### config.mk
export PLATFORM = sky130hd
export DESIGN_NAME = fbd_front
export DESIGN_NICKNAME = d
export VERILOG_FILES = /design/src/sv/fbd_pkg.sv /design/src/sv/fbd_front.sv
export SDC_FILE = /design/constraint.sdc
export NUM_CORES = 1
export LEC_CHECK = 0
export BUFFER_PORTS_ARGS = -buffer_cell sky130_fd_sc_hd__buf_2
export CORE_AREA = 4 4 307 309
export DETAILED_ROUTE_END_ITERATION = 8
export DIE_AREA = 0 0 311 313
export PLACE_DENSITY_LB_ADDON = 0.15
export SYNTH_ARGS = -nofsm -noshare
export SYNTH_HDL_FRONTEND = slang
export SYNTH_SLANG_ARGS = --single-unit
### constraint.sdc
create_clock -name i_clk -period 17.76 [get_ports i_clk]
set_input_delay 0.888 -clock i_clk [delete_from_list [all_inputs] [get_ports i_clk]]
set_output_delay 0.888 -clock i_clk [all_outputs]
set_load 0.05 [all_outputs]
### src/sv/fbd_pkg.sv
// ---------------------------------------------------------------------------
// fbd_pkg
// Types, constants and AES helper functions shared by the block decrypt core
// ---------------------------------------------------------------------------
package fbd_pkg;

    localparam int ADDRESS_BITS_DEF = 24;
    localparam int TWEAK_SHIFT      = 5;
    localparam int KEY_BITS         = 256;
    localparam int BLOCK_BITS       = 128;
    localparam int REG_BITS         = 64;
    localparam int NUM_ROUNDS       = 14;
    localparam int QUEUE_DEPTH      = 2;

    typedef enum logic [1:0] {
        REG_KEY_01 = 2'd0,
        REG_KEY_23 = 2'd1,
        REG_KEY_45 = 2'd2,
        REG_KEY_67 = 2'd3
    } t_reg_index;

    typedef struct packed {
        logic                  status;
        logic [BLOCK_BITS-1:0] state;
        logic [KEY_BITS-1:0]   key;
    } t_item;

    localparam logic [31:0] MUL_A [8] = '{
        32'h00800010, 32'h00000400, 32'h00400008, 32'h00000200,
        32'h00800010, 32'h00000400, 32'h04000080, 32'h00002000
    };
    localparam logic [31:0] MUL_B [8] = '{
        32'h00000001, 32'h20000000, 32'h00000000, 32'h10000000,
        32'h00000000, 32'h20000000, 32'h00000000, 32'h00000000
    };
    localparam logic [KEY_BITS-1:0] MUL_B_MASK = {
        32'h00000000, 32'h0000007F, 32'hE0000000, 32'h0000000F,
        32'hF0000000, 32'h00000007, 32'hE0000000, 32'h0000000F
    };

    localparam logic [7:0] RCON [8] = '{
        8'h00, 8'h01, 8'h02, 8'h04, 8'h08, 8'h10, 8'h20, 8'h40
    };

    localparam logic [7:0] SBOX [256] = '{
        8'h63,8'h7c,8'h77,8'h7b,8'hf2,8'h6b,8'h6f,8'hc5,8'h30,8'h01,8'h67,8'h2b,8'hfe,8'hd7,8'hab,8'h76,
        8'hca,8'h82,8'hc9,8'h7d,8'hfa,8'h59,8'h47,8'hf0,8'had,8'hd4,8'ha2,8'haf,8'h9c,8'ha4,8'h72,8'hc0,
        8'hb7,8'hfd,8'h93,8'h26,8'h36,8'h3f,8'hf7,8'hcc,8'h34,8'ha5,8'he5,8'hf1,8'h71,8'hd8,8'h31,8'h15,
        8'h04,8'hc7,8'h23,8'hc3,8'h18,8'h96,8'h05,8'h9a,8'h07,8'h12,8'h80,8'he2,8'heb,8'h27,8'hb2,8'h75,
        8'h09,8'h83,8'h2c,8'h1a,8'h1b,8'h6e,8'h5a,8'ha0,8'h52,8'h3b,8'hd6,8'hb3,8'h29,8'he3,8'h2f,8'h84,
        8'h53,8'hd1,8'h00,8'hed,8'h20,8'hfc,8'hb1,8'h5b,8'h6a,8'hcb,8'hbe,8'h39,8'h4a,8'h4c,8'h58,8'hcf,
        8'hd0,8'hef,8'haa,8'hfb,8'h43,8'h4d,8'h33,8'h85,8'h45,8'hf9,8'h02,8'h7f,8'h50,8'h3c,8'h9f,8'ha8,
        8'h51,8'ha3,8'h40,8'h8f,8'h92,8'h9d,8'h38,8'hf5,8'hbc,8'hb6,8'hda,8'h21,8'h10,8'hff,8'hf3,8'hd2,
        8'hcd,8'h0c,8'h13,8'hec,8'h5f,8'h97,8'h44,8'h17,8'hc4,8'ha7,8'h7e,8'h3d,8'h64,8'h5d,8'h19,8'h73,
        8'h60,8'h81,8'h4f,8'hdc,8'h22,8'h2a,8'h90,8'h88,8'h46,8'hee,8'hb8,8'h14,8'hde,8'h5e,8'h0b,8'hdb,
        8'he0,8'h32,8'h3a,8'h0a,8'h49,8'h06,8'h24,8'h5c,8'hc2,8'hd3,8'hac,8'h62,8'h91,8'h95,8'he4,8'h79,
        8'he7,8'hc8,8'h37,8'h6d,8'h8d,8'hd5,8'h4e,8'ha9,8'h6c,8'h56,8'hf4,8'hea,8'h65,8'h7a,8'hae,8'h08,
        8'hba,8'h78,8'h25,8'h2e,8'h1c,8'ha6,8'hb4,8'hc6,8'he8,8'hdd,8'h74,8'h1f,8'h4b,8'hbd,8'h8b,8'h8a,
        8'h70,8'h3e,8'hb5,8'h66,8'h48,8'h03,8'hf6,8'h0e,8'h61,8'h35,8'h57,8'hb9,8'h86,8'hc1,8'h1d,8'h9e,
        8'he1,8'hf8,8'h98,8'h11,8'h69,8'hd9,8'h8e,8'h94,8'h9b,8'h1e,8'h87,8'he9,8'hce,8'h55,8'h28,8'hdf,
        8'h8c,8'ha1,8'h89,8'h0d,8'hbf,8'he6,8'h42,8'h68,8'h41,8'h99,8'h2d,8'h0f,8'hb0,8'h54,8'hbb,8'h16
    };

    function automatic logic [7:0] xtime(input logic [7:0] v);
        return {v[6:0], 1'b0} ^ (v[7] ? 8'h1b : 8'h00);
    endfunction

    function automatic logic [BLOCK_BITS-1:0] aes_round(
        input logic [BLOCK_BITS-1:0] s,
        input logic [BLOCK_BITS-1:0] rk,
        input logic                  last
    );
        logic [7:0] b [16];
        logic [7:0] t [16];
        logic [7:0] m [16];
        logic [7:0] all;
        logic [BLOCK_BITS-1:0] r;
        for (int k = 0; k < 16; k++) begin
            t[k] = SBOX[s[127-8*k -: 8]];
        end
        for (int c = 0; c < 4; c++) begin
            for (int i = 0; i < 4; i++) begin
                b[i+4*c] = t[i+4*((c+i)%4)];
            end
        end
        for (int c = 0; c < 4; c++) begin
            all = b[4*c] ^ b[4*c+1] ^ b[4*c+2] ^ b[4*c+3];
            m[4*c]   = b[4*c]   ^ all ^ xtime(b[4*c]   ^ b[4*c+1]);
            m[4*c+1] = b[4*c+1] ^ all ^ xtime(b[4*c+1] ^ b[4*c+2]);
            m[4*c+2] = b[4*c+2] ^ all ^ xtime(b[4*c+2] ^ b[4*c+3]);
            m[4*c+3] = b[4*c+3] ^ all ^ xtime(b[4*c+3] ^ b[4*c]);
        end
        for (int k = 0; k < 16; k++) begin
            r[127-8*k -: 8] = (last ? b[k] : m[k]) ^ rk[127-8*k -: 8];
        end
        return r;
    endfunction

    function automatic logic [BLOCK_BITS-1:0] next_round_key(
        input logic [KEY_BITS-1:0] win,
        input logic                rot,
        input logic [7:0]          rc
    );
        logic [31:0] g;
        logic [31:0] lw;
        logic [31:0] n0, n1, n2, n3;
        lw = win[31:0];
        if (rot) begin
            g = {SBOX[lw[23:16]] ^ rc, SBOX[lw[15:8]], SBOX[lw[7:0]], SBOX[lw[31:24]]};
        end else begin
            g = {SBOX[lw[31:24]], SBOX[lw[23:16]], SBOX[lw[15:8]], SBOX[lw[7:0]]};
        end
        n0 = win[255:224] ^ g;
        n1 = win[223:192] ^ n0;
        n2 = win[191:160] ^ n1;
        n3 = win[159:128] ^ n2;
        return {n0, n1, n2, n3};
    endfunction

endpackage

### src/sv/fbd_front.sv
// ---------------------------------------------------------------------------
// fbd_front
// Accepts blocks, flags misaligned addresses and builds the tweaked key
// ---------------------------------------------------------------------------
module fbd_front #(
    parameter int ADDRESS_BITS = fbd_pkg::ADDRESS_BITS_DEF
) (
    input  logic                          i_clk,
    input  logic                          i_rst_n,
    input  logic                          i_in_valid,
    output logic                          o_in_stall,
    input  logic [ADDRESS_BITS-1:0]       i_block_address,
    input  logic [63:0]                   i_cipher_low,
    input  logic [63:0]                   i_cipher_high,
    input  logic [fbd_pkg::KEY_BITS-1:0]  i_base_key,
    output logic                          o_push,
    output fbd_pkg::t_item                o_item,
    input  logic                          i_full
);
    import fbd_pkg::*;

    localparam int TW = ADDRESS_BITS - TWEAK_SHIFT;
    localparam int PW = 32 + TW;

    logic                  en;
    logic [TW-1:0]         tweak;
    logic                  r_va, n_va;
    logic                  r_mis;
    logic [BLOCK_BITS-1:0] r_cipher;
    logic [PW-1:0]         r_pa [8];
    logic [PW-1:0]         r_pb [8];
    logic                  r_vb, n_vb;
    t_item                 r_item;
    logic [KEY_BITS-1:0]   ea, oa, eb, ob;

    assign en         = !(r_vb && i_full);
    assign o_in_stall = !en;
    assign tweak      = i_block_address[ADDRESS_BITS-1:TWEAK_SHIFT];
    assign n_va       = i_in_valid;
    assign n_vb       = r_va;

    // even and odd limb products do not overlap within their group
    assign ea = {64'(r_pa[6]), 64'(r_pa[4]), 64'(r_pa[2]), 64'(r_pa[0])};
    assign oa = {64'(r_pa[7]), 64'(r_pa[5]), 64'(r_pa[3]), 64'(r_pa[1])} << 32;
    assign eb = {64'(r_pb[6]), 64'(r_pb[4]), 64'(r_pb[2]), 64'(r_pb[0])};
    assign ob = {64'(r_pb[7]), 64'(r_pb[5]), 64'(r_pb[3]), 64'(r_pb[1])} << 32;

    always_ff @(posedge i_clk) begin
        if (!i_rst_n) begin
            r_va <= 1'b0;
            r_vb <= 1'b0;
        end else if (en) begin
            r_va <= n_va;
            r_vb <= n_vb;
        end
    end

    always_ff @(posedge i_clk) begin
        if (en) begin
            r_mis    <= (i_block_address[3:0] != 4'd0);
            r_cipher <= {i_cipher_high, i_cipher_low};
            for (int i = 0; i < 8; i++) begin
                r_pa[i] <= PW'(MUL_A[i]) * PW'(tweak);
                r_pb[i] <= PW'(MUL_B[i]) * PW'(tweak);
            end
            r_item.status <= r_mis;
            r_item.state  <= r_cipher;
            r_item.key    <= i_base_key ^ ((ea + oa) | ((eb + ob) & MUL_B_MASK));
        end
    end

    assign o_push = r_vb && en;
    assign o_item = r_item;

endmodule

==> results.toml, run 1 <==
[floorplan]
core_mm2 = 0.0914
dieWidth_um = 311
start_util = 0.204
die_h_um = 313
die-area_mm2 = 0.0973
pin_count = 799
rows = 111

[clock_tree]
numCtsBuffers = 66
clock-sinks = 535
clk_pin_slew_ns = 0.06
cts.repair.resized = 0
root_buffer = "clkbuf_16"
holdBufCountCts = 0
h-tree-depth = 3
cts_tree = "yes"
insertion_delay_ns = 0.60
cts_setup_buffers = 0
cts_buffer_depth = 3

[layout]
drive_gt1_frac = 0.515
final_cell_mix = "797 x buf_2, 533 x edfxtp_1, 256 x xor2_1, 71 x clkbuf_16, 19 x clkbuf_1"
nNetsFinal = 2083
area_growth_pct = 39.1
final_common_cell = "buf_2"
fin_util = 0.284
fin_area_mm2 = 0.0259

[global_routing]
grt_pass1_vias = 11100
antenna_found_initial = 10
grt_pass1_wl_mm = 75.4
grt_use_total = 0.105
overflow = 0
grt_max_degree = 161

[setup_path]
reg2reg_to = "o_item[31]$_DFFE_PN_"
start_kind = "primary input"
cp-startpoint = "i_full"
worstReg2RegStart = "r_vb$_SDFFE_PN0N_"
cp.arrival_ns = 4.27
r2r_setup_slack_ns = 13.77
crit_fanout = 76
critical_path_class = "in2reg"
reg2reg_depth = 4
end_kind = "register"
worstPathRequired_ns = 17.96
endpoint = "o_item[31]$_DFFE_PN_"

[routing]
viasPerCell = 3.55
first_iter_violations = 654
num_vias = 10300
ant_nets = 0
drc = 0
drt-total-wl_mm = 53.4
wl_per_cell_um = 18.3
drtPass1Iterations = 4

[timing]
finalSetupTns_ns = 0
clock_skew_ns = 0.0199
fmax_mhz = 246
setup_viol = 0
worstMarginPinSlew_ns = 1.05
final-hold-violation-count = 0
layout_min_cycle_time_ns = 4.06
rsz0062_at_grt = "no"
setup_slack_ns = 13.70
slew_headroom = 0.298
fin_crit_sh = 0.229
drv_slew = 0

[power]
peakVddDrop_v = 0.0000626
power_per_cell_area_mw_per_mm2 = 132
p_leak_uw = 0.0109
total_power_uw = 3430

[place]
port_buffers = 797
gp_congestion = 0.757
post-place-ws_ns = 13.03
dpl.hpwl_mm = 40.4
dpl_cell_area_mm2 = 0.0239

[synthesis]
ys_warn_count = 0
synth_nets = 1240
yosysSeqAreaShare = 0.861
synth_area_mm2 = 0.0186
syn_avg_cell_area_um2 = 22.5
synth_cells = 828
synth_cell_types = 13
ys_seq_elements = 535

[worst_hold_path]
hold_class = "reg2reg"

[outcome]
status = "completed"

[job]
drv_cap = 0
per-layer routing:
layer	routed length (µm)	GRT usage
met5	75	0
met1	17500	0.0977
met2	28900	0.196
met4	1230	0.0349
met3	5740	0.0564
registers in the layout (all words and copies together) (netlist names):
register  flops
r_pb         18
o_item      385
n_vb          1
r_cipher    128
r_mis         1
r_vb          1
r_pa          1
worst max-delay path, stage by stage:
cell	delay (ns)
buf_2	0.13
nand2_4	0.65
buf_4	0.72
buf_4	0.82
buf_4	0.85
through the flow:
| stage | hold slack [ns] | cells |
|---|---|---|
| CTS | 0.381 | 2907 |
| floorplan | 0.400 | 828 |
| finish | 0.404 | 2913 |
| detailed placement | 0.405 | 2789 |
| global placement | 0.400 | 2789 |
| global route | 0.397 | 2911 |
logic make-up (layout without fill, tap and decap cells):
kind of cell              after synthesis  after routing  synth area share
DFF                                   535            535             0.861
AOI/OAI and AO/OA                       2              2          0.000671
and+or+nand+nor                         5              5           0.00148
buffers and inverters                  30            923            0.0165
other                                   0              6                 0
xor gates and xnor gates              256            256             0.120
how the worst min path moves through the flow:
stage                             endpoint  cells past startpoint                   start
global route          r_pb[0][5]$_DFFE_PN_                      1     i_block_address[10]
floorplan            o_item[256]$_DFFE_PN_                      0   r_cipher[0]$_DFFE_PN_
CTS                 r_cipher[70]$_DFFE_PN_                      1        i_cipher_high[6]
detailed placement   o_item[261]$_DFFE_PN_                      0   r_cipher[5]$_DFFE_PN_
finish               o_item[346]$_DFFE_PN_                      0  r_cipher[90]$_DFFE_PN_
global placement     o_item[343]$_DFFE_PN_                      0  r_cipher[87]$_DFFE_PN_
cells in the mapped netlist (all sizes together):
library cell / instances / area share
edfxtp: 533 / 0.86
xor2: 256 / 0.12
buf: 29 / 0.016
dfxtp: 2 / 0.0021
nand2: 2 / 0.00040
inv: 1 / 0.00020
nand4: 1 / 0.00034
nor2b: 1 / 0.00034
o21a: 1 / 0.00040
o21ai: 1 / 0.00027
or4: 1 / 0.00040
layout make-up:
cell class,instances,area (µm²)
clock inverter,28,174
tap,1186,1480
antenna,6,15.0
multi-input combinational,263,2290
clock buffer,90,1850
timing repair buffer,804,4050
fill,9384,65500
inverter,1,3.75
sequential,535,16000
report_power, final:
part	internal, µW	switching (µW)
Clock	754	507
Sequential	1540	47.8
Combinational	123	462
Total	2410	1020
Note: power is estimated with default switching activity, not from simulation.
==> inputs of run 2 (changes only) <==
ABC_AREA = 1   (was default)
CORE_AREA = 4 4 312 314   (was 4 4 307 309)
DIE_AREA = 0 0 316 318   (was 0 0 311 313)
clock period = 3.6 ns   (was 17.76 ns; I/O delays follow)
==> results.toml, run 2 <==
[synthesis]
async_flop_share = 0
synth_nets = 1247
synth_area_mm2 = 0.0187
yosysSeqAreaShare = 0.857
synth_cells = 835
yosysMostFrequentCell = "edfxtp_1"
synthTopCellsByArea = "edfxtp_1 85%, xor2_1 12%, buf_6 1.0%"
synth_cell_types = 10
synth-edff-count = 533
ys_warn_count = 0
ys_seq_elements = 535
synthTopCellsByCount = "533 x edfxtp_1, 256 x xor2_1, 17 x buf_6"
yosys_most_used_dff = "edfxtp_1"
yosysTopAreaCell = "edfxtp_1"
syn_avg_cell_area_um2 = 22.4
netlist.area_leader.share = 0.855

[global_routing]
grt_use_total = 0.115
antenna_found_initial = 11
overflow = 0
grt_max_degree = 92
grt_pass1_vias = 13400
grt_pass1_wl_mm = 85.7

[routing]
drtPass1Iterations = 4
dr_wl_met2_mm = 31.1
first_iter_violations = 608
drt-total-wl_mm = 59.6
wl_met3_mm = 5.16
wl_met1_mm = 21.1
top_layer_used = "met5"
drc = 0
num_vias = 12000
ant_nets = 0
viasPerCell = 3.50
wl_per_cell_um = 17.5

[worst_hold_path]
hold_class = "in2reg"

[setup_path]
cp_cell_sequence = "nand2_8 > inv_1 > buf_2"
crit_slowest_cell = "nand2_8"
worstReg2RegStart = "r_vb$_SDFFE_PN0N_"
end_kind = "primary output"
critical_path_class = "reg2out"
cp.arrival_ns = 1.93
reg2reg_to = "o_item[0]$_DFFE_PN_"
crit_fanout = 91
endpoint = "o_in_stall"
start_kind = "register"
r2r_setup_slack_ns = 1.72
cp-startpoint = "r_vb$_SDFFE_PN0N_"
worstPathRequired_ns = 3.42
reg2reg_depth = 2
max_stage_delay_ns = 0.43

[timing]
fmax_mhz = 474
rsz0062_at_grt = "no"
drv_slew = 0
slew_headroom = 0.377
fin_crit_sh = 0.586
clock_skew_ns = 0.0184
layout_min_cycle_time_ns = 2.11
finalSetupTns_ns = 0
worstMarginPinSlew_ns = 0.934
setup_viol = 0
final-hold-violation-count = 0

[floorplan]
dieWidth_um = 316
pin_count = 799
die-area_mm2 = 0.100
die_h_um = 318
start_util = 0.198
rows = 113
core_mm2 = 0.0946

[job]
drv_cap = 0

[power]
clkPwrFrac = 0.359
p_switching_uw = 5280
p_int_uw = 12100
p_leak_uw = 0.0127
switching_share = 0.303
pwr-share-seq = 0.450
peakVddDrop_v = 0.000302
total_power_uw = 17400
power_per_cell_area_mw_per_mm2 = 576
power_frac_comb = 0.191

[outcome]
status = "completed"

[clock_tree]
clk_pin_slew_ns = 0.06
root_buffer = "clkbuf_16"
h-tree-depth = 3
numCtsBuffers = 66
clock-sinks = 535
cts_buffer_depth = 3
insertion_delay_ns = 0.61
cts_tree = "yes"
cts_setup_buffers = 0

[layout]
nNetsFinal = 2511
final_cell_mix = "797 x buf_2, 533 x edfxtp_1, 408 x dlygate4sd3_1, 256 x xor2_1, 67 x clkbuf_16"
num-fill-cells = 9497
area_growth_pct = 61.4
final_common_cell = "buf_2"
largest_reg_flops = 385
drive_gt1_frac = 0.424

[place]
gp_congestion = 0.766
port_buffers = 797
dpl.hpwl_mm = 44.0
==> run 2: cell types whose count changed in the layout (fill, tap and decap cells not counted), sizes merged, moves of 2 or more <==
cell         before  now
dlygate4sd3       0  408
buf             804  817
clkbuf           90   80
inv               2    9
nor2              0    7
clkinvlp          1    3
nand2             2    4
==> run 2: routing by layer <==
layer / global-route usage / vias up
li1: - / 5621
met1: 0.119 / 5758
met2: 0.206 / 462
met3: 0.0453 / 125
met4: 0.0458 / 6
met5: 0 / -
==> run 2: worst min-delay path by stage <==
stage	start	to	slack (ns)	cells past startpoint
after global placement	i_block_address[8]	r_pb[0][3]$_DFFE_PN_	0.36	1
after CTS	i_cipher_high[44]	r_cipher[108]$_DFFE_PN_	0.21	2
after detailed placement	i_block_address[18]	r_pb[0][13]$_DFFE_PN_	0.36	1
final	i_cipher_high[44]	r_cipher[108]$_DFFE_PN_	0.29	2
after floorplan	i_cipher_low[0]	r_cipher[0]$_DFFE_PN_	0.28	0
after global routing	i_cipher_high[5]	r_cipher[69]$_DFFE_PN_	0.24	2
==> run 2: cell type report <==
cell class                 count  area (µm²)  area share
inverter                       4        15.0    0.000497
antenna                        5        12.5    0.000414
clock inverter                35         288     0.00952
timing repair buffer        1225        8260       0.273
tap                         1265        1580      0.0524
multi-input combinational    267        2300      0.0761
clock buffer                  80        1730      0.0571
sequential                   535       16000       0.531
==> run 2: metrics by stage <==
stage | setup slack [ns] | hold WS [ns] | utilization | cell area, µm² | std cells
after floorplan | -0.110 | 0.279 | - | 18700 | 835
after global placement | 1.76 | 0.358 | 0.255 | 24100 | 2888
final | 1.49 | 0.290 | 0.320 | 30200 | 3416
after CTS | 1.33 | 0.215 | 0.319 | 30200 | 3411
after global routing | 1.28 | 0.238 | 0.319 | 30200 | 3412
after detailed placement | 1.73 | 0.358 | 0.255 | 24100 | 2888
==> run 2: power groups by stage <==
stage                     Clock, µW  Combinational (µW)  Sequential (µW)
final                          6260                3330             7840
after CTS                      6540                3380             7850
after floorplan                   0                 367             9680
after detailed placement          0                3000             7970
after global placement            0                2990             7960
after global routing           6780                3470             7900
==> run 2: critical path: cells and delay by family (launching register included) <==
family / cells / cell delay (ns)
buf+inv: 2 / 0.54
simple gates: 1 / 0.43
flops: 1 / 0.37
==> run 2: what timing repair did <==
item	in CTS	in global routing
hold buffers	408	0
gates resized for setup	0	0
setup endpoints to repair	0	0
endpoints found under the hold margin	406	0
==> run 2: cell families (layout without fill, tap and decap cells) <==
| group | Yosys count | after routing | synth area share |
|---|---|---|---|
| and+or+nand+nor | 11 | 11 | 0.00220 |
| xor gates and xnor gates | 256 | 256 | 0.120 |
| DFF | 535 | 535 | 0.857 |
| buffers and inverters | 33 | 1344 | 0.0214 |
| other | 0 | 5 | 0 |
==> inputs of run 3 (changes only) <==
CORE_AREA = 4 4 313 315   (was 4 4 312 314)
DIE_AREA = 0 0 317 319   (was 0 0 316 318)
clock period = 2 ns   (was 3.6 ns; I/O delays follow)
==> results.toml, run 3 (same netlist as run 2, synthesis figures left out) <==
[timing]
drv_slew = 0
fmax_mhz = 561
slew_headroom = 0.342
worstMarginPinSlew_ns = 0.987
layout_min_cycle_time_ns = 1.78
rsz0062_at_grt = "no"
fin_crit_sh = 0.891
final-hold-violation-count = 0
setup_slack_ns = 0.219
clock_skew_ns = 0.0182
setup_viol = 0
finalSetupTns_ns = 0

[clock_tree]
h-tree-depth = 3
cts.repair.resized = 0
cts_buffer_depth = 3
numCtsBuffers = 67
cts_tree = "yes"
insertion_delay_ns = 0.61
clk_pin_slew_ns = 0.05
root_buffer = "clkbuf_16"
clock-sinks = 535

[routing]
ant_nets = 0
wl_per_cell_um = 17.3
drt-total-wl_mm = 59.2
num_vias = 12000
first_iter_violations = 607
drtPass1Iterations = 7
viasPerCell = 3.52
drc = 0

[global_routing]
overflow = 0
antenna_found_initial = 10
grt_max_degree = 74
grt_use_total = 0.113
grt_pass1_vias = 13500
grt_pass1_wl_mm = 85.0

[floorplan]
dieWidth_um = 317
die_h_um = 319
core_mm2 = 0.0949
start_util = 0.197
pin_count = 799
die-area_mm2 = 0.101
rows = 113

[worst_hold_path]
whs_path_depth = 2
hold_class = "in2reg"
holdPathEnd = "o_item[194]$_DFFE_PN_"
worstHoldStart = "i_full"

[layout]
fin_cells = 3424
drive_gt1_frac = 0.425
num-fill-cells = 9535
nNetsFinal = 2516
final_common_cell = "buf_2"
largest_reg_flops = 385
final_cell_mix = "797 x buf_2, 533 x edfxtp_1, 408 x dlygate4sd3_1, 256 x xor2_1, 67 x clkbuf_16"
area_growth_pct = 62.1

[setup_path]
cp.arrival_ns = 1.68
critical_path_class = "reg2out"
crit_fanout = 27
start_kind = "register"
reg2reg_to = "o_item[324]$_DFFE_PN_"
worstReg2RegStart = "r_vb$_SDFFE_PN0N_"
cp-startpoint = "r_vb$_SDFFE_PN0N_"
worstPathRequired_ns = 1.90
r2r_setup_slack_ns = 0.46
end_kind = "primary output"
reg2reg_depth = 2

[place]
post-place-ws_ns = 0.411
placed_cells = 2892
gp_congestion = 0.758
dpl.hpwl_mm = 44.3
port_buffers = 797

[power]
p_leak_uw = 0.0127
power_per_cell_area_mw_per_mm2 = 1030
total_power_uw = 31300
peakVddDrop_v = 0.000519

[job]
drv_cap = 0

[outcome]
status = "completed"
-- run 3: critical path, stage by stage (launching register included) --
cell and delay [ns]:
dfxtp_2 0.38, nand2_8 0.24, inv_1 0.17, buf_2 0.28
-- run 3: layer usage --
metal  track usage  wire [µm]  share of wire
met1         0.112      20200           0.34
met2         0.211      32000           0.54
met3        0.0426       4890          0.082
met4        0.0448       2070          0.035
met5             0         34        0.00057
-- run 3: repair_timing --
item	4_1_cts	5_1_grt
hold endpoints to repair	406	0
hold buffers	408	0
buffers inserted	0	0
setup endpoints to repair	0	0
-- run 3: per-stage QoR --
stage                util  hold slack [ns]  cell area (µm²)
floorplan               -            0.199            18700
finish              0.320            0.138            30400
detailed placement  0.255            0.278            24200
CTS                 0.320            0.111            30300
global route        0.320            0.121            30400
global placement    0.255            0.279            24200
-- run 3: how the worst max path moves through the flow --
stage                                 end  slack, ns  cells past startpoint
detailed placement  o_item[324]$_DFFE_PN_       0.41                      2
floorplan               r_vb$_SDFFE_PN0N_      -1.71                      4
global route                   o_in_stall       0.03                      3
global placement    o_item[353]$_DFFE_PN_       0.45                      2
finish                         o_in_stall       0.22                      3
CTS                            o_in_stall       0.05                      3
-- run 3: where the power goes --
part	total, µW	internal, µW	leakage [µW]	switching (µW)
sequential	14100	13700	0.00559	421
combinational	6030	1660	0.00615	4370
clock	11200	6370	0.000989	4810
total	31300	21700	0.0127	9600
-- run 3: area by class of cell --
cell class | instances | area (µm²) | area share
Inverter | 4 | 15.0 | 0.000495
Antenna cell | 5 | 12.5 | 0.000412
Tap cell | 1265 | 1580 | 0.0521
Clock inverter | 38 | 294 | 0.00969
Timing Repair Buffer | 1229 | 8380 | 0.276
Clock buffer | 81 | 1730 | 0.0570
Sequential cell | 535 | 16000 | 0.529
Multi-Input combinational cell | 267 | 2300 | 0.0758
