File: src/sv/fbd_pkg.sv
// ---------------------------------------------------------------------------
// fbd_pkg
// Types, constants and AES helper functions shared by the block decrypt core
// ---------------------------------------------------------------------------
package fbd_pkg;

    localparam int ADDRESS_BITS_DEF = 24;
    localparam int TWEAK_SHIFT      = 5;
    localparam int KEY_BITS         = 256;
    localparam int BLOCK_BITS       = 128;
    localparam int REG_BITS         = 64;
    localparam int NUM_ROUNDS       = 14;
    localparam int QUEUE_DEPTH      = 2;

    typedef enum logic [1:0] {
        REG_KEY_01 = 2'd0,
        REG_KEY_23 = 2'd1,
        REG_KEY_45 = 2'd2,
        REG_KEY_67 = 2'd3
    } t_reg_index;

    typedef struct packed {
        logic                  status;
        logic [BLOCK_BITS-1:0] state;
        logic [KEY_BITS-1:0]   key;
    } t_item;

    localparam logic [31:0] MUL_A [8] = '{
        32'h00800010, 32'h00000400, 32'h00400008, 32'h00000200,
        32'h00800010, 32'h00000400, 32'h04000080, 32'h00002000
    };
    localparam logic [31:0] MUL_B [8] = '{
        32'h00000001, 32'h20000000, 32'h00000000, 32'h10000000,
        32'h00000000, 32'h20000000, 32'h00000000, 32'h00000000
    };
    localparam logic [KEY_BITS-1:0] MUL_B_MASK = {
        32'h00000000, 32'h0000007F, 32'hE0000000, 32'h0000000F,
        32'hF0000000, 32'h00000007, 32'hE0000000, 32'h0000000F
    };

    localparam logic [7:0] RCON [8] = '{
        8'h00, 8'h01, 8'h02, 8'h04, 8'h08, 8'h10, 8'h20, 8'h40
    };

    localparam logic [7:0] SBOX [256] = '{
        8'h63,8'h7c,8'h77,8'h7b,8'hf2,8'h6b,8'h6f,8'hc5,8'h30,8'h01,8'h67,8'h2b,8'hfe,8'hd7,8'hab,8'h76,
        8'hca,8'h82,8'hc9,8'h7d,8'hfa,8'h59,8'h47,8'hf0,8'had,8'hd4,8'ha2,8'haf,8'h9c,8'ha4,8'h72,8'hc0,
        8'hb7,8'hfd,8'h93,8'h26,8'h36,8'h3f,8'hf7,8'hcc,8'h34,8'ha5,8'he5,8'hf1,8'h71,8'hd8,8'h31,8'h15,
        8'h04,8'hc7,8'h23,8'hc3,8'h18,8'h96,8'h05,8'h9a,8'h07,8'h12,8'h80,8'he2,8'heb,8'h27,8'hb2,8'h75,
        8'h09,8'h83,8'h2c,8'h1a,8'h1b,8'h6e,8'h5a,8'ha0,8'h52,8'h3b,8'hd6,8'hb3,8'h29,8'he3,8'h2f,8'h84,
        8'h53,8'hd1,8'h00,8'hed,8'h20,8'hfc,8'hb1,8'h5b,8'h6a,8'hcb,8'hbe,8'h39,8'h4a,8'h4c,8'h58,8'hcf,
        8'hd0,8'hef,8'haa,8'hfb,8'h43,8'h4d,8'h33,8'h85,8'h45,8'hf9,8'h02,8'h7f,8'h50,8'h3c,8'h9f,8'ha8,
        8'h51,8'ha3,8'h40,8'h8f,8'h92,8'h9d,8'h38,8'hf5,8'hbc,8'hb6,8'hda,8'h21,8'h10,8'hff,8'hf3,8'hd2,
        8'hcd,8'h0c,8'h13,8'hec,8'h5f,8'h97,8'h44,8'h17,8'hc4,8'ha7,8'h7e,8'h3d,8'h64,8'h5d,8'h19,8'h73,
        8'h60,8'h81,8'h4f,8'hdc,8'h22,8'h2a,8'h90,8'h88,8'h46,8'hee,8'hb8,8'h14,8'hde,8'h5e,8'h0b,8'hdb,
        8'he0,8'h32,8'h3a,8'h0a,8'h49,8'h06,8'h24,8'h5c,8'hc2,8'hd3,8'hac,8'h62,8'h91,8'h95,8'he4,8'h79,
        8'he7,8'hc8,8'h37,8'h6d,8'h8d,8'hd5,8'h4e,8'ha9,8'h6c,8'h56,8'hf4,8'hea,8'h65,8'h7a,8'hae,8'h08,
        8'hba,8'h78,8'h25,8'h2e,8'h1c,8'ha6,8'hb4,8'hc6,8'he8,8'hdd,8'h74,8'h1f,8'h4b,8'hbd,8'h8b,8'h8a,
        8'h70,8'h3e,8'hb5,8'h66,8'h48,8'h03,8'hf6,8'h0e,8'h61,8'h35,8'h57,8'hb9,8'h86,8'hc1,8'h1d,8'h9e,
        8'he1,8'hf8,8'h98,8'h11,8'h69,8'hd9,8'h8e,8'h94,8'h9b,8'h1e,8'h87,8'he9,8'hce,8'h55,8'h28,8'hdf,
        8'h8c,8'ha1,8'h89,8'h0d,8'hbf,8'he6,8'h42,8'h68,8'h41,8'h99,8'h2d,8'h0f,8'hb0,8'h54,8'hbb,8'h16
    };

    function automatic logic [7:0] xtime(input logic [7:0] v);
        return {v[6:0], 1'b0} ^ (v[7] ? 8'h1b : 8'h00);
    endfunction

    function automatic logic [BLOCK_BITS-1:0] aes_round(
        input logic [BLOCK_BITS-1:0] s,
        input logic [BLOCK_BITS-1:0] rk,
        input logic                  last
    );
        logic [7:0] b [16];
        logic [7:0] t [16];
        logic [7:0] m [16];
        logic [7:0] all;
        logic [BLOCK_BITS-1:0] r;
        for (int k = 0; k < 16; k++) begin
            t[k] = SBOX[s[127-8*k -: 8]];
        end
        for (int c = 0; c < 4; c++) begin
            for (int i = 0; i < 4; i++) begin
                b[i+4*c] = t[i+4*((c+i)%4)];
            end
        end
        for (int c = 0; c < 4; c++) begin
            all = b[4*c] ^ b[4*c+1] ^ b[4*c+2] ^ b[4*c+3];
            m[4*c]   = b[4*c]   ^ all ^ xtime(b[4*c]   ^ b[4*c+1]);
            m[4*c+1] = b[4*c+1] ^ all ^ xtime(b[4*c+1] ^ b[4*c+2]);
            m[4*c+2] = b[4*c+2] ^ all ^ xtime(b[4*c+2] ^ b[4*c+3]);
            m[4*c+3] = b[4*c+3] ^ all ^ xtime(b[4*c+3] ^ b[4*c]);
        end
        for (int k = 0; k < 16; k++) begin
            r[127-8*k -: 8] = (last ? b[k] : m[k]) ^ rk[127-8*k -: 8];
        end
        return r;
    endfunction

    function automatic logic [BLOCK_BITS-1:0] next_round_key(
        input logic [KEY_BITS-1:0] win,
        input logic                rot,
        input logic [7:0]          rc
    );
        logic [31:0] g;
        logic [31:0] lw;
        logic [31:0] n0, n1, n2, n3;
        lw = win[31:0];
        if (rot) begin
            g = {SBOX[lw[23:16]] ^ rc, SBOX[lw[15:8]], SBOX[lw[7:0]], SBOX[lw[31:24]]};
        end else begin
            g = {SBOX[lw[31:24]], SBOX[lw[23:16]], SBOX[lw[15:8]], SBOX[lw[7:0]]};
        end
        n0 = win[255:224] ^ g;
        n1 = win[223:192] ^ n0;
        n2 = win[191:160] ^ n1;
        n3 = win[159:128] ^ n2;
        return {n0, n1, n2, n3};
    endfunction

endpackage

File: src/sv/fbd_queue.sv
// ---------------------------------------------------------------------------
// fbd_queue
// Short request queue between the key front end and the cipher pipeline
// ---------------------------------------------------------------------------
module fbd_queue (
    input  logic           i_clk,
    input  logic           i_rst_n,
    input  logic           i_push,
    input  fbd_pkg::t_item i_item,
    output logic           o_full,
    input  logic           i_pop,
    output logic           o_valid,
    output fbd_pkg::t_item o_item
);
    import fbd_pkg::*;

    localparam int PTRW = (QUEUE_DEPTH > 1) ? $clog2(QUEUE_DEPTH) : 1;
    localparam int CNTW = $clog2(QUEUE_DEPTH + 1);

    t_item           r_mem [QUEUE_DEPTH];
    logic [PTRW-1:0] r_wr, n_wr;
    logic [PTRW-1:0] r_rd, n_rd;
    logic [CNTW-1:0] r_count, n_count;

    assign o_full  = (r_count == CNTW'(QUEUE_DEPTH));
    assign o_valid = (r_count != '0);
    assign o_item  = r_mem[r_rd];

    always_comb begin
        n_wr    = r_wr;
        n_rd    = r_rd;
        n_count = r_count;
        if (i_push) begin
            n_wr = (r_wr == PTRW'(QUEUE_DEPTH - 1)) ? '0 : r_wr + 1'b1;
        end
        if (i_pop) begin
            n_rd = (r_rd == PTRW'(QUEUE_DEPTH - 1)) ? '0 : r_rd + 1'b1;
        end
        unique case ({i_push, i_pop})
            2'b10:   n_count = r_count + 1'b1;
            2'b01:   n_count = r_count - 1'b1;
            default: n_count = r_count;
        endcase
    end

    always_ff @(posedge i_clk) begin
        if (!i_rst_n) begin
            r_wr    <= '0;
            r_rd    <= '0;
            r_count <= '0;
        end else begin
            r_wr    <= n_wr;
            r_rd    <= n_rd;
            r_count <= n_count;
        end
    end

    always_ff @(posedge i_clk) begin
        if (i_push) begin
            r_mem[r_wr] <= i_item;
        end
    end

endmodule

File: config.mk
export PLATFORM = sky130hd
export DESIGN_NAME = fbd_queue
export DESIGN_NICKNAME = d
export VERILOG_FILES = /design/src/sv/fbd_pkg.sv /design/src/sv/fbd_queue.sv
export SDC_FILE = /design/constraint.sdc
export NUM_CORES = 1
export LEC_CHECK = 0
export ABC_AREA = 1
export ABC_CLOCK_PERIOD_IN_PS = 61300
export BUFFER_PORTS_ARGS = -buffer_cell sky130_fd_sc_hd__clkbuf_2
export CAP_MARGIN = 25
export CORE_AREA = 2 2 299 301
export CTS_CLUSTER_DIAMETER = 100
export DETAILED_ROUTE_END_ITERATION = 8
export DIE_AREA = 0 0 301 303
export GPL_ROUTABILITY_DRIVEN = 1
export GPL_TIMING_DRIVEN = 0
export PLACE_DENSITY = 0.56
export SLEW_MARGIN = 15
export SYNTH_ARGS = -nofsm -noshare
export SYNTH_HDL_FRONTEND = slang
export SYNTH_SLANG_ARGS = --single-unit
File: constraint.sdc
create_clock -name i_clk -period 61.3 [get_ports i_clk]
set_input_delay 12.26 -clock i_clk [delete_from_list [all_inputs] [get_ports i_clk]]
set_output_delay 12.26 -clock i_clk [all_outputs]
set_load 0.005 [all_outputs]
==> results of run 1 <==
-- power groups by stage --
stage | sequential, W | clock (W) | combinational (W)
after floorplan | 0.000644 | 0 | 0.0000512
after global placement | 0.000652 | 0 | 0.000108
after detailed placement | 0.000631 | 0 | 0.000115
after CTS | 0.000620 | 0.000505 | 0.000115
after global routing | 0.000622 | 0.000527 | 0.000121
final | 0.000620 | 0.000491 | 0.000112
-- worst max path at each step --
stage | to | slack, ps | cells after the start | startpoint
2_1_floorplan | r_mem[0][0] | 31720 | 2 | i_push
3_3_place_gp | r_mem[0][214] | 22510 | 3 | i_push
3_5_place_dp | r_mem[0][208] | 46490 | 9 | i_push
4_1_cts | o_item[121] | 46690 | 5 | flip-flop
5_1_grt | o_item[121] | 46690 | 5 | flip-flop
6_report | o_item[121] | 46830 | 5 | flip-flop
-- final cells by class --
type / count / area [um2] / area share, %
inverter: 6 / 30.03 / 0.08158
timing repair buffer: 795 / 4354 / 11.83
clock inverter: 52 / 449.2 / 1.220
clock buffer: 104 / 2241 / 6.088
multi-input combinational: 409 / 4559 / 12.39
tap: 1165 / 1458 / 3.960
antenna: 12 / 30.03 / 0.08158
sequential: 775 / 23220 / 63.09
buffer: 43 / 465.4 / 1.264
-- per-layer routing --
metal / track usage, % / vias to the layer above
li1: - / 6743
met1: 15.60 / 7420
met2: 26.86 / 485
met3: 5.385 / 117
met4: 5.733 / 6
met5: 0 / -
-- synth_stat cells (2+ instances only) --
library cell  number
mux2_2           353
nand2_1            9
buf_2              3
edfxtp_1         770
nor2_1            11
dfxtp_1            5
mux2_1             2
mux2_4            30
buf_6             40
inv_1              6
-- state kept, by name (all words and copies together) (netlist names), named ones only --
register / flops
r_wr: 1
r_count: 2
r_rd: 1
r_mem: 770
-- worst register-to-register path, stage by stage, from the launching register on --
cell     delay (ps)
dfxtp_1         340
nor2_4          640
buf_16          260
buf_12          230
buf_12          220
buf_16          200
buf_12          230
buf_12          220
-- kinds of logic (layout without fill, tap and decap cells) --
| group | Yosys count | count (layout) | synth area share, % |
|---|---|---|---|
| AOI/OAI and AO/OA | 2 | 2 | 0.03538 |
| adders and majority gates | 1 | 1 | 0.04426 |
| buffers and inverters | 49 | 1000 | 1.727 |
| DFF | 775 | 775 | 82.17 |
| muxes | 385 | 385 | 15.74 |
| other | 0 | 12 | 0 |
| and+or+nand+nor | 21 | 21 | 0.2878 |
-- through the flow --
step / total power [W] / area, um2 / util [%]
global route: 0.001270 / 36810 / 41.84
detailed placement: 0.0007457 / 34090 / 38.75
finish: 0.001223 / 36810 / 41.84
global placement: 0.0007600 / 33600 / 38.20
floorplan: 0.0006948 / 28260 / -
CTS: 0.001241 / 36780 / 41.81
==> impl_metrics.ini, run 1 <==
[run_status]
status = completed

[critical_path]
critPathBufInv = 4
worst-r2r-cell-count = 7
path_common_cell = buf_6
start_kind = flip-flop
r2r-start = r_wr
cp_top_family = buffers and inverters
critPathKind = reg2out
end_kind = output pin
cpPeakStageDelay_ps = 400
worst_path_max_delay_cell = mux2_2
worstPathCellList = buf_6 > buf_6 > buf_6 > mux2_2 > clkbuf_2
worstPathMaxFanout = 10
cp.arrival_ps = 2210
r2r_setup_slack_ps = 58620
crit_required_ps = 49040
r2r_end = r_mem[0][278]

[placed_design]
pre_cts_slack_ps = 46490
dpl.cell_count = 3193
dp_hpwl_um = 52280
finalWeightedCongestion = 0.8017
portBuffers = 775

[clocking]
cts_tree = done
worst_setup_hold_path_clk_slew_ps = 60
root_buffer = clkbuf_16
cts.hold.buffers_added = 0
cts_sinks = 775
post_cts_resized = 0
htreeDepth = 3
clock_latency_ps = 640
cts_post_setup_buffers_inserted = 0
cts_buffers = 85
cts_buffer_depth = 3

[power]
leakage_nw = 13.91
combPwrFrac_pct = 9.2
seqPwrFrac_pct = 50.7
power_density_mw_per_mm2 = 33.23
switchingPower_w = 0.0002706
swShare_pct = 22.13
internal-power_w = 0.0009524
power_frac_clock_pct = 40.1
peakVddDrop_mv = 0.02660

[sta]
grt_setup_unrepaired = no
slew_headroom_pct = 46.97
tightest_slew_ps = 793.5
hold_violations = 0
setup_tns_ps = 0
post-route-period-util_pct = 23.60
skew_ps = 17.66
hold_ws_ps = 506.1
fmax_mhz = 69.12
drv_slew = 0
setup_slack_ps = 46830
setup_viol = 0
period_needed_ps = 14470

[logic_synthesis]
synth.avg_cell_area_um2 = 22.92
yosys.area.top_type = edfxtp_1
yosysWarnings = 0
synth-edff-count = 770
syn_inst = 1233
synth.distinct_cells = 14
ys.flop_type = edfxtp_1
syn_nets = 1623
netlist_area_mm2 = 0.02826
ys_seq_area_share_pct = 82.17
ys_ff_latch = 775
ys_top_cells_by_area = edfxtp_1 82%, mux2_2 14%, buf_6 1.6%
synth_top_area_share_pct = 81.81
synth_async_sr_flop_share_pct = 0

[global_route]
grt_first_pass_wirelength_um = 99360
grt_pass1_vias = 15540
antenna_found_initial = 15
grt_overflow_total = 0
track_usage_pct = 14.81
grt_max_degree = 101

[detailed_routing]
wl_met1_um = 25270
firstDrtPassIters = 4
vias = 14770
antenna_left = 0
drt_iter0_drc = 749
wl_met3_um = 5557
via_per_inst = 4.395
wl_per_cell_um = 21.11
drc = 0
wl_met2_um = 38330
highest_layer = met5
routed_wl_um = 70970

[min_path]
hold_path_depth = 2
hold_path.class = reg2reg
holdPathEnd = r_count[1]
holdCritStartpoint = r_count[1]

[final_layout]
layout_commonest_cell = clkbuf_2
drive_above_1_share_pct = 61.45
nFillCells = 7920
final_cell_mix = 775 x clkbuf_2, 770 x edfxtp_1, 353 x mux2_2
fin_cells = 3361
area_growth_pct = 30.24
num-nets-final = 2505

[floorplanning]
io_pins = 776
coreArea_mm2 = 0.08797
num_rows = 109
start_util_pct = 32.13
fp.dieH_um = 303
fp.dieArea_mm2 = 0.09120
die_w_um = 301

[job]
drv_cap = 0
Note: power is estimated with default switching activity, not from simulation.
==> run 2, diff against run 1 <==
--- a/config.mk
+++ b/config.mk
@@ -6,7 +6,7 @@
 export NUM_CORES = 1
 export LEC_CHECK = 0
 export ABC_AREA = 1
-export ABC_CLOCK_PERIOD_IN_PS = 61300
+export ABC_CLOCK_PERIOD_IN_PS = 13830
 export BUFFER_PORTS_ARGS = -buffer_cell sky130_fd_sc_hd__clkbuf_2
 export CAP_MARGIN = 25
 export CORE_AREA = 2 2 299 301
==> constraint.sdc (replaced) <==
create_clock -name i_clk -period 13.83 [get_ports i_clk]
set_input_delay 2.766 -clock i_clk [delete_from_list [all_inputs] [get_ports i_clk]]
set_output_delay 2.766 -clock i_clk [all_outputs]
set_load 0.005 [all_outputs]
==> run 2 against run 1 <==
First-iteration DRC count increased by 23%. Final cell count fell by 0.30%. Worst hold slack lost 1.8 ps. Via count grew 1.5%. Wire length up 3.7%. Largest cell class unchanged. Count of clock-buffer cells in the layout grew 3. Clock skew is 7.9 ps higher. Total power grew to 4.4 times the previous value. Highest routed layer unchanged. Critical endpoint is now o_item[261]. Critical path depth unchanged.
==> impl_metrics.ini, run 2 (synthesis gave the netlist of run 1 again) <==
[run_status]
status = completed

[sta]
slew_headroom_pct = 50.30
fmax_mhz = 197.6
period_needed_ps = 5061
skew_ps = 25.61
setup_slack_ps = 8769
hold_violations = 0
tightest_slew_ps = 745.5
grt_setup_unrepaired = no
setup_viol = 0
post-route-period-util_pct = 36.59
drv_slew = 0

[floorplanning]
die_w_um = 301
start_util_pct = 32.13
fp.dieArea_mm2 = 0.09120
fp.dieH_um = 303
coreArea_mm2 = 0.08797
num_rows = 109
io_pins = 776

[critical_path]
cp.arrival_ps = 2290
start_kind = flip-flop
critPathKind = reg2out
end_kind = output pin
crit_required_ps = 11060
worstPathMaxFanout = 10

[clocking]
htreeDepth = 3
worst_setup_hold_path_clk_slew_ps = 60
cts_buffers = 85
root_buffer = clkbuf_16
cts.hold.buffers_added = 0
post_cts_resized = 0
clock_latency_ps = 630
cts_sinks = 775
cts_post_setup_buffers_inserted = 0
cts_tree = done
cts_buffer_depth = 3

[placed_design]
dpl.cell_count = 3193
portBuffers = 775
finalWeightedCongestion = 0.8167
dp_hpwl_um = 54550
place_area_mm2 = 0.03407
pre_cts_slack_ps = 8672

[final_layout]
multi_input_area_mm2 = 0.004559
area_growth_pct = 29.78
num-nets-final = 2505
nFillCells = 7896
drive_above_1_share_pct = 61.26
layout_commonest_cell = clkbuf_2
final_core_util_pct = 41.70
largest_reg_flops = 770
fin_cells = 3351
fin_area_mm2 = 0.03668
top_regs = r_mem x770, r_count x2
largest_register = r_mem
ff_latch_area_mm2 = 0.02322
final_cell_mix = 775 x clkbuf_2, 770 x edfxtp_1, 353 x mux2_2

[global_route]
grt_first_pass_wirelength_um = 101400
antenna_found_initial = 13
grt_overflow_total = 0
grt_max_degree = 107
track_usage_pct = 15.29
grt_pass1_vias = 15880

[detailed_routing]
wl_per_cell_um = 21.96
drc = 0
routed_wl_um = 73580
firstDrtPassIters = 4
via_per_inst = 4.473
antenna_left = 0
drt_iter0_drc = 920
vias = 14990

[power]
peakVddDrop_mv = 0.1010
leakage_nw = 13.84
power_density_mw_per_mm2 = 146.0

[job]
drv_cap = 0

[min_path]
hold_path.class = reg2reg
## run 2: cell types whose count changed in the layout (fill, tap and decap cells not counted), moves of 2 or more
cell        change
clkinv_16       +2
clkbuf_1        +2
buf_16          -3
clkinvlp_4      -3
diode_2         -2
clkinv_2        -6
inv_6           +3
clkbuf_8        +2
bufinv_16       -3
buf_12          +3
inv_16          -3
## run 2: worst paths after layout
path         startpoint  slack [ps]  depth (start not counted)       endpoint
min                r_rd         500                          2      flip-flop
max reg2reg        r_wr       11160                          4  r_mem[1][196]
min reg2reg        r_rd         500                          2      flip-flop
max           flip-flop        8770                          5    o_item[261]
## run 2: critical path, cell delays in order, from the launching register on
cell,delay [ps]
dfxtp_1,330
buf_6,200
buf_6,250
buf_6,250
mux2_2,450
clkbuf_2,140
## run 2: report_power, final
group	leakage [nW]	switching, W	internal [W]
clock	1.25	0.000907	0.00120
combinational	5.33	0.000260	0.000242
sequential	7.27	0.0000253	0.00272
## run 2: metrics by stage
| step | TNS (ps) | hold slack [ps] | total power [W] |
|---|---|---|---|
| 6_report | 0 | 504.3 | 0.005353 |
| 5_1_grt | 0 | 542.3 | 0.005555 |
| 4_1_cts | 0 | 505.0 | 0.005436 |
| 3_5_place_dp | 0 | 492.5 | 0.003308 |
| 3_3_place_gp | -2562750 | 489.5 | 0.003341 |
| 2_1_floorplan | 0 | 463.5 | 0.003060 |
## run 2: layout make-up
type / instances / share of cell area (%)
Sequential cell: 775 / 63.31
Multi-Input combinational cell: 409 / 12.43
Timing Repair Buffer: 795 / 11.81
Clock buffer: 107 / 6.137
Tap cell: 1165 / 3.974
Buffer: 43 / 1.269
Clock inverter: 41 / 0.9176
Inverter: 6 / 0.08187
Antenna cell: 10 / 0.06822
## run 2: metal layers
metal | part of all wire [%] | global-route usage [%] | wire [um] | up-vias
met5 | 0.052 | 0 | 38 | -
met1 | 36 | 16.96 | 26850 | 7581
met2 | 52 | 26.70 | 38530 | 528
met3 | 7.2 | 4.576 | 5285 | 157
li1 | - | - | - | 6716
met4 | 3.9 | 7.629 | 2873 | 6
==> run 3, diff against run 2 <==
--- a/config.mk
+++ b/config.mk
@@ -6,7 +6,7 @@
 export NUM_CORES = 1
 export LEC_CHECK = 0
 export ABC_AREA = 1
-export ABC_CLOCK_PERIOD_IN_PS = 13830
+export ABC_CLOCK_PERIOD_IN_PS = 5100
 export BUFFER_PORTS_ARGS = -buffer_cell sky130_fd_sc_hd__clkbuf_2
 export CAP_MARGIN = 25
 export CORE_AREA = 2 2 299 301
==> constraint.sdc (replaced) <==
create_clock -name i_clk -period 5.1 [get_ports i_clk]
set_input_delay 1.02 -clock i_clk [delete_from_list [all_inputs] [get_ports i_clk]]
set_output_delay 1.02 -clock i_clk [all_outputs]
set_load 0.005 [all_outputs]
==> run 3 against run 2 <==
Combinational power increased to 2.7 times the previous value. Clock skew down 4.7 ps. Die area did not move. First-iteration DRC count shrank 18%. Total power grew to 2.7 times the previous value. Clock power grew to 2.7 times the previous value. Final area grew 0.31%. Final cell count is essentially flat. Worst setup slack worse by 6900 ps.
==> impl_metrics.ini, run 3 (synthesis gave the netlist of run 1 again) <==
[placed_design]
place_area_mm2 = 0.03428
portBuffers = 775
finalWeightedCongestion = 0.7842
pre_cts_slack_ps = 1201
dp_hpwl_um = 53750
dpl.cell_count = 3202

[global_route]
track_usage_pct = 14.81
grt_pass1_vias = 15770
grt_max_degree = 36
grt_overflow_total = 0
antenna_found_initial = 3
grt_first_pass_wirelength_um = 99560

[clocking]
cts.hold.buffers_added = 0
cts_tree = done
worst_setup_hold_path_clk_slew_ps = 60
cts_buffer_depth = 3
htreeDepth = 3
clock_latency_ps = 620
root_buffer = clkbuf_16
post_cts_resized = 0
cts_sinks = 775
cts_post_setup_buffers_inserted = 0
cts_buffers = 82

[detailed_routing]
firstDrtPassIters = 5
drc = 0
via_per_inst = 4.424
routed_wl_um = 70560
wl_per_cell_um = 21.07
antenna_left = 0
drt_iter0_drc = 759
vias = 14820

[final_layout]
top_regs = r_mem x770, r_count x2
fin_cells = 3349
final_cell_mix = 775 x clkbuf_2, 770 x edfxtp_1, 353 x mux2_2
fin_area_mm2 = 0.03679
num-nets-final = 2511
largest_register = r_mem
largest_reg_flops = 770
drive_above_1_share_pct = 61.57
layout_commonest_cell = clkbuf_2
area_growth_pct = 30.18

[power]
peakVddDrop_mv = 0.3221
power_density_mw_per_mm2 = 392.3
switchingPower_w = 0.003123
seqPwrFrac_pct = 51.6
internal-power_w = 0.01131
leakage_nw = 13.90
combPwrFrac_pct = 9.4
power_frac_clock_pct = 38.9
swShare_pct = 21.64

[sta]
hold_violations = 0
setup_tns_ps = 0
period_needed_ps = 3236
post-route-period-util_pct = 63.44
hold_ws_ps = 504.1
slew_headroom_pct = 42.35
setup_viol = 0
drv_slew = 0
skew_ps = 20.88
tightest_slew_ps = 862.7
grt_setup_unrepaired = no
setup_slack_ps = 1864
fmax_mhz = 309.1

[min_path]
hold_path.class = reg2reg

[floorplanning]
io_pins = 776
fp.dieArea_mm2 = 0.09120
fp.dieH_um = 303
start_util_pct = 32.13
num_rows = 109
die_w_um = 301
coreArea_mm2 = 0.08797

[critical_path]
worstPathMaxFanout = 27
cp.arrival_ps = 3530
end_kind = flip-flop
critPathKind = in2reg
r2r_setup_slack_ps = 2150
crit_required_ps = 5400
start_kind = input pin

[run_status]
status = completed

[job]
drv_cap = 0
-- run 3: cell types whose count changed in the layout (fill, tap and decap cells not counted), sizes merged --
| cell | change |
|---|---|
| diode | -9 |
| bufinv | +3 |
| clkinv | +4 |
| buf | +9 |
| clkbuf | -6 |
| inv | -3 |
-- run 3: worst max-delay path, stage by stage --
cell and delay, ps:
clkbuf_2 250, inv_12 40, nor2_4 670, buf_12 280
buf_16 190, buf_16 180, buf_16 180, buf_12 210
buf_12 210, buf_12 220
-- run 3: layer usage --
layer	routed length [um]	vias up	GRT usage (%)
li1	-	6730	-
met1	25230	7481	15.86
met2	38240	494	27.24
met3	5360	109	4.934
met4	1712	2	4.963
met5	13	-	0
-- run 3: path summary, 6_finish.rpt --
check / start / to / cells past startpoint
max: i_push / r_mem[0][132] / 10
min: r_rd / flip-flop / 2
max reg2reg: r_wr / r_mem[0][132] / 8
min reg2reg: r_rd / flip-flop / 2
-- run 3: metrics by stage --
step | util [%] | total power (W)
after floorplan | - | 0.008253
after global placement | 38.24 | 0.008970
after detailed placement | 38.97 | 0.008977
after CTS | 41.82 | 0.01464
after global routing | 41.82 | 0.01499
final | 41.82 | 0.01443
-- run 3: power groups by stage --
stage	registers [W]	logic, W	clock network, W
after floorplan	0.00763	0.000618	0
after global placement	0.00768	0.00129	0
after detailed placement	0.00759	0.00139	0
after CTS	0.00745	0.00140	0.00579
after global routing	0.00747	0.00147	0.00604
final	0.00745	0.00136	0.00562
-- run 3: area by class of cell --
class,count,area (um2)
fillers,7887,51170
flip-flops and latches,775,23220
multi-input cells,409,4576
repair buffers,804,4519
clock buffers,101,2165
well taps,1165,1458
plain buffers,43,465.4
clock inverters,45,345.3
inverters,6,38.79
diodes,1,2.502
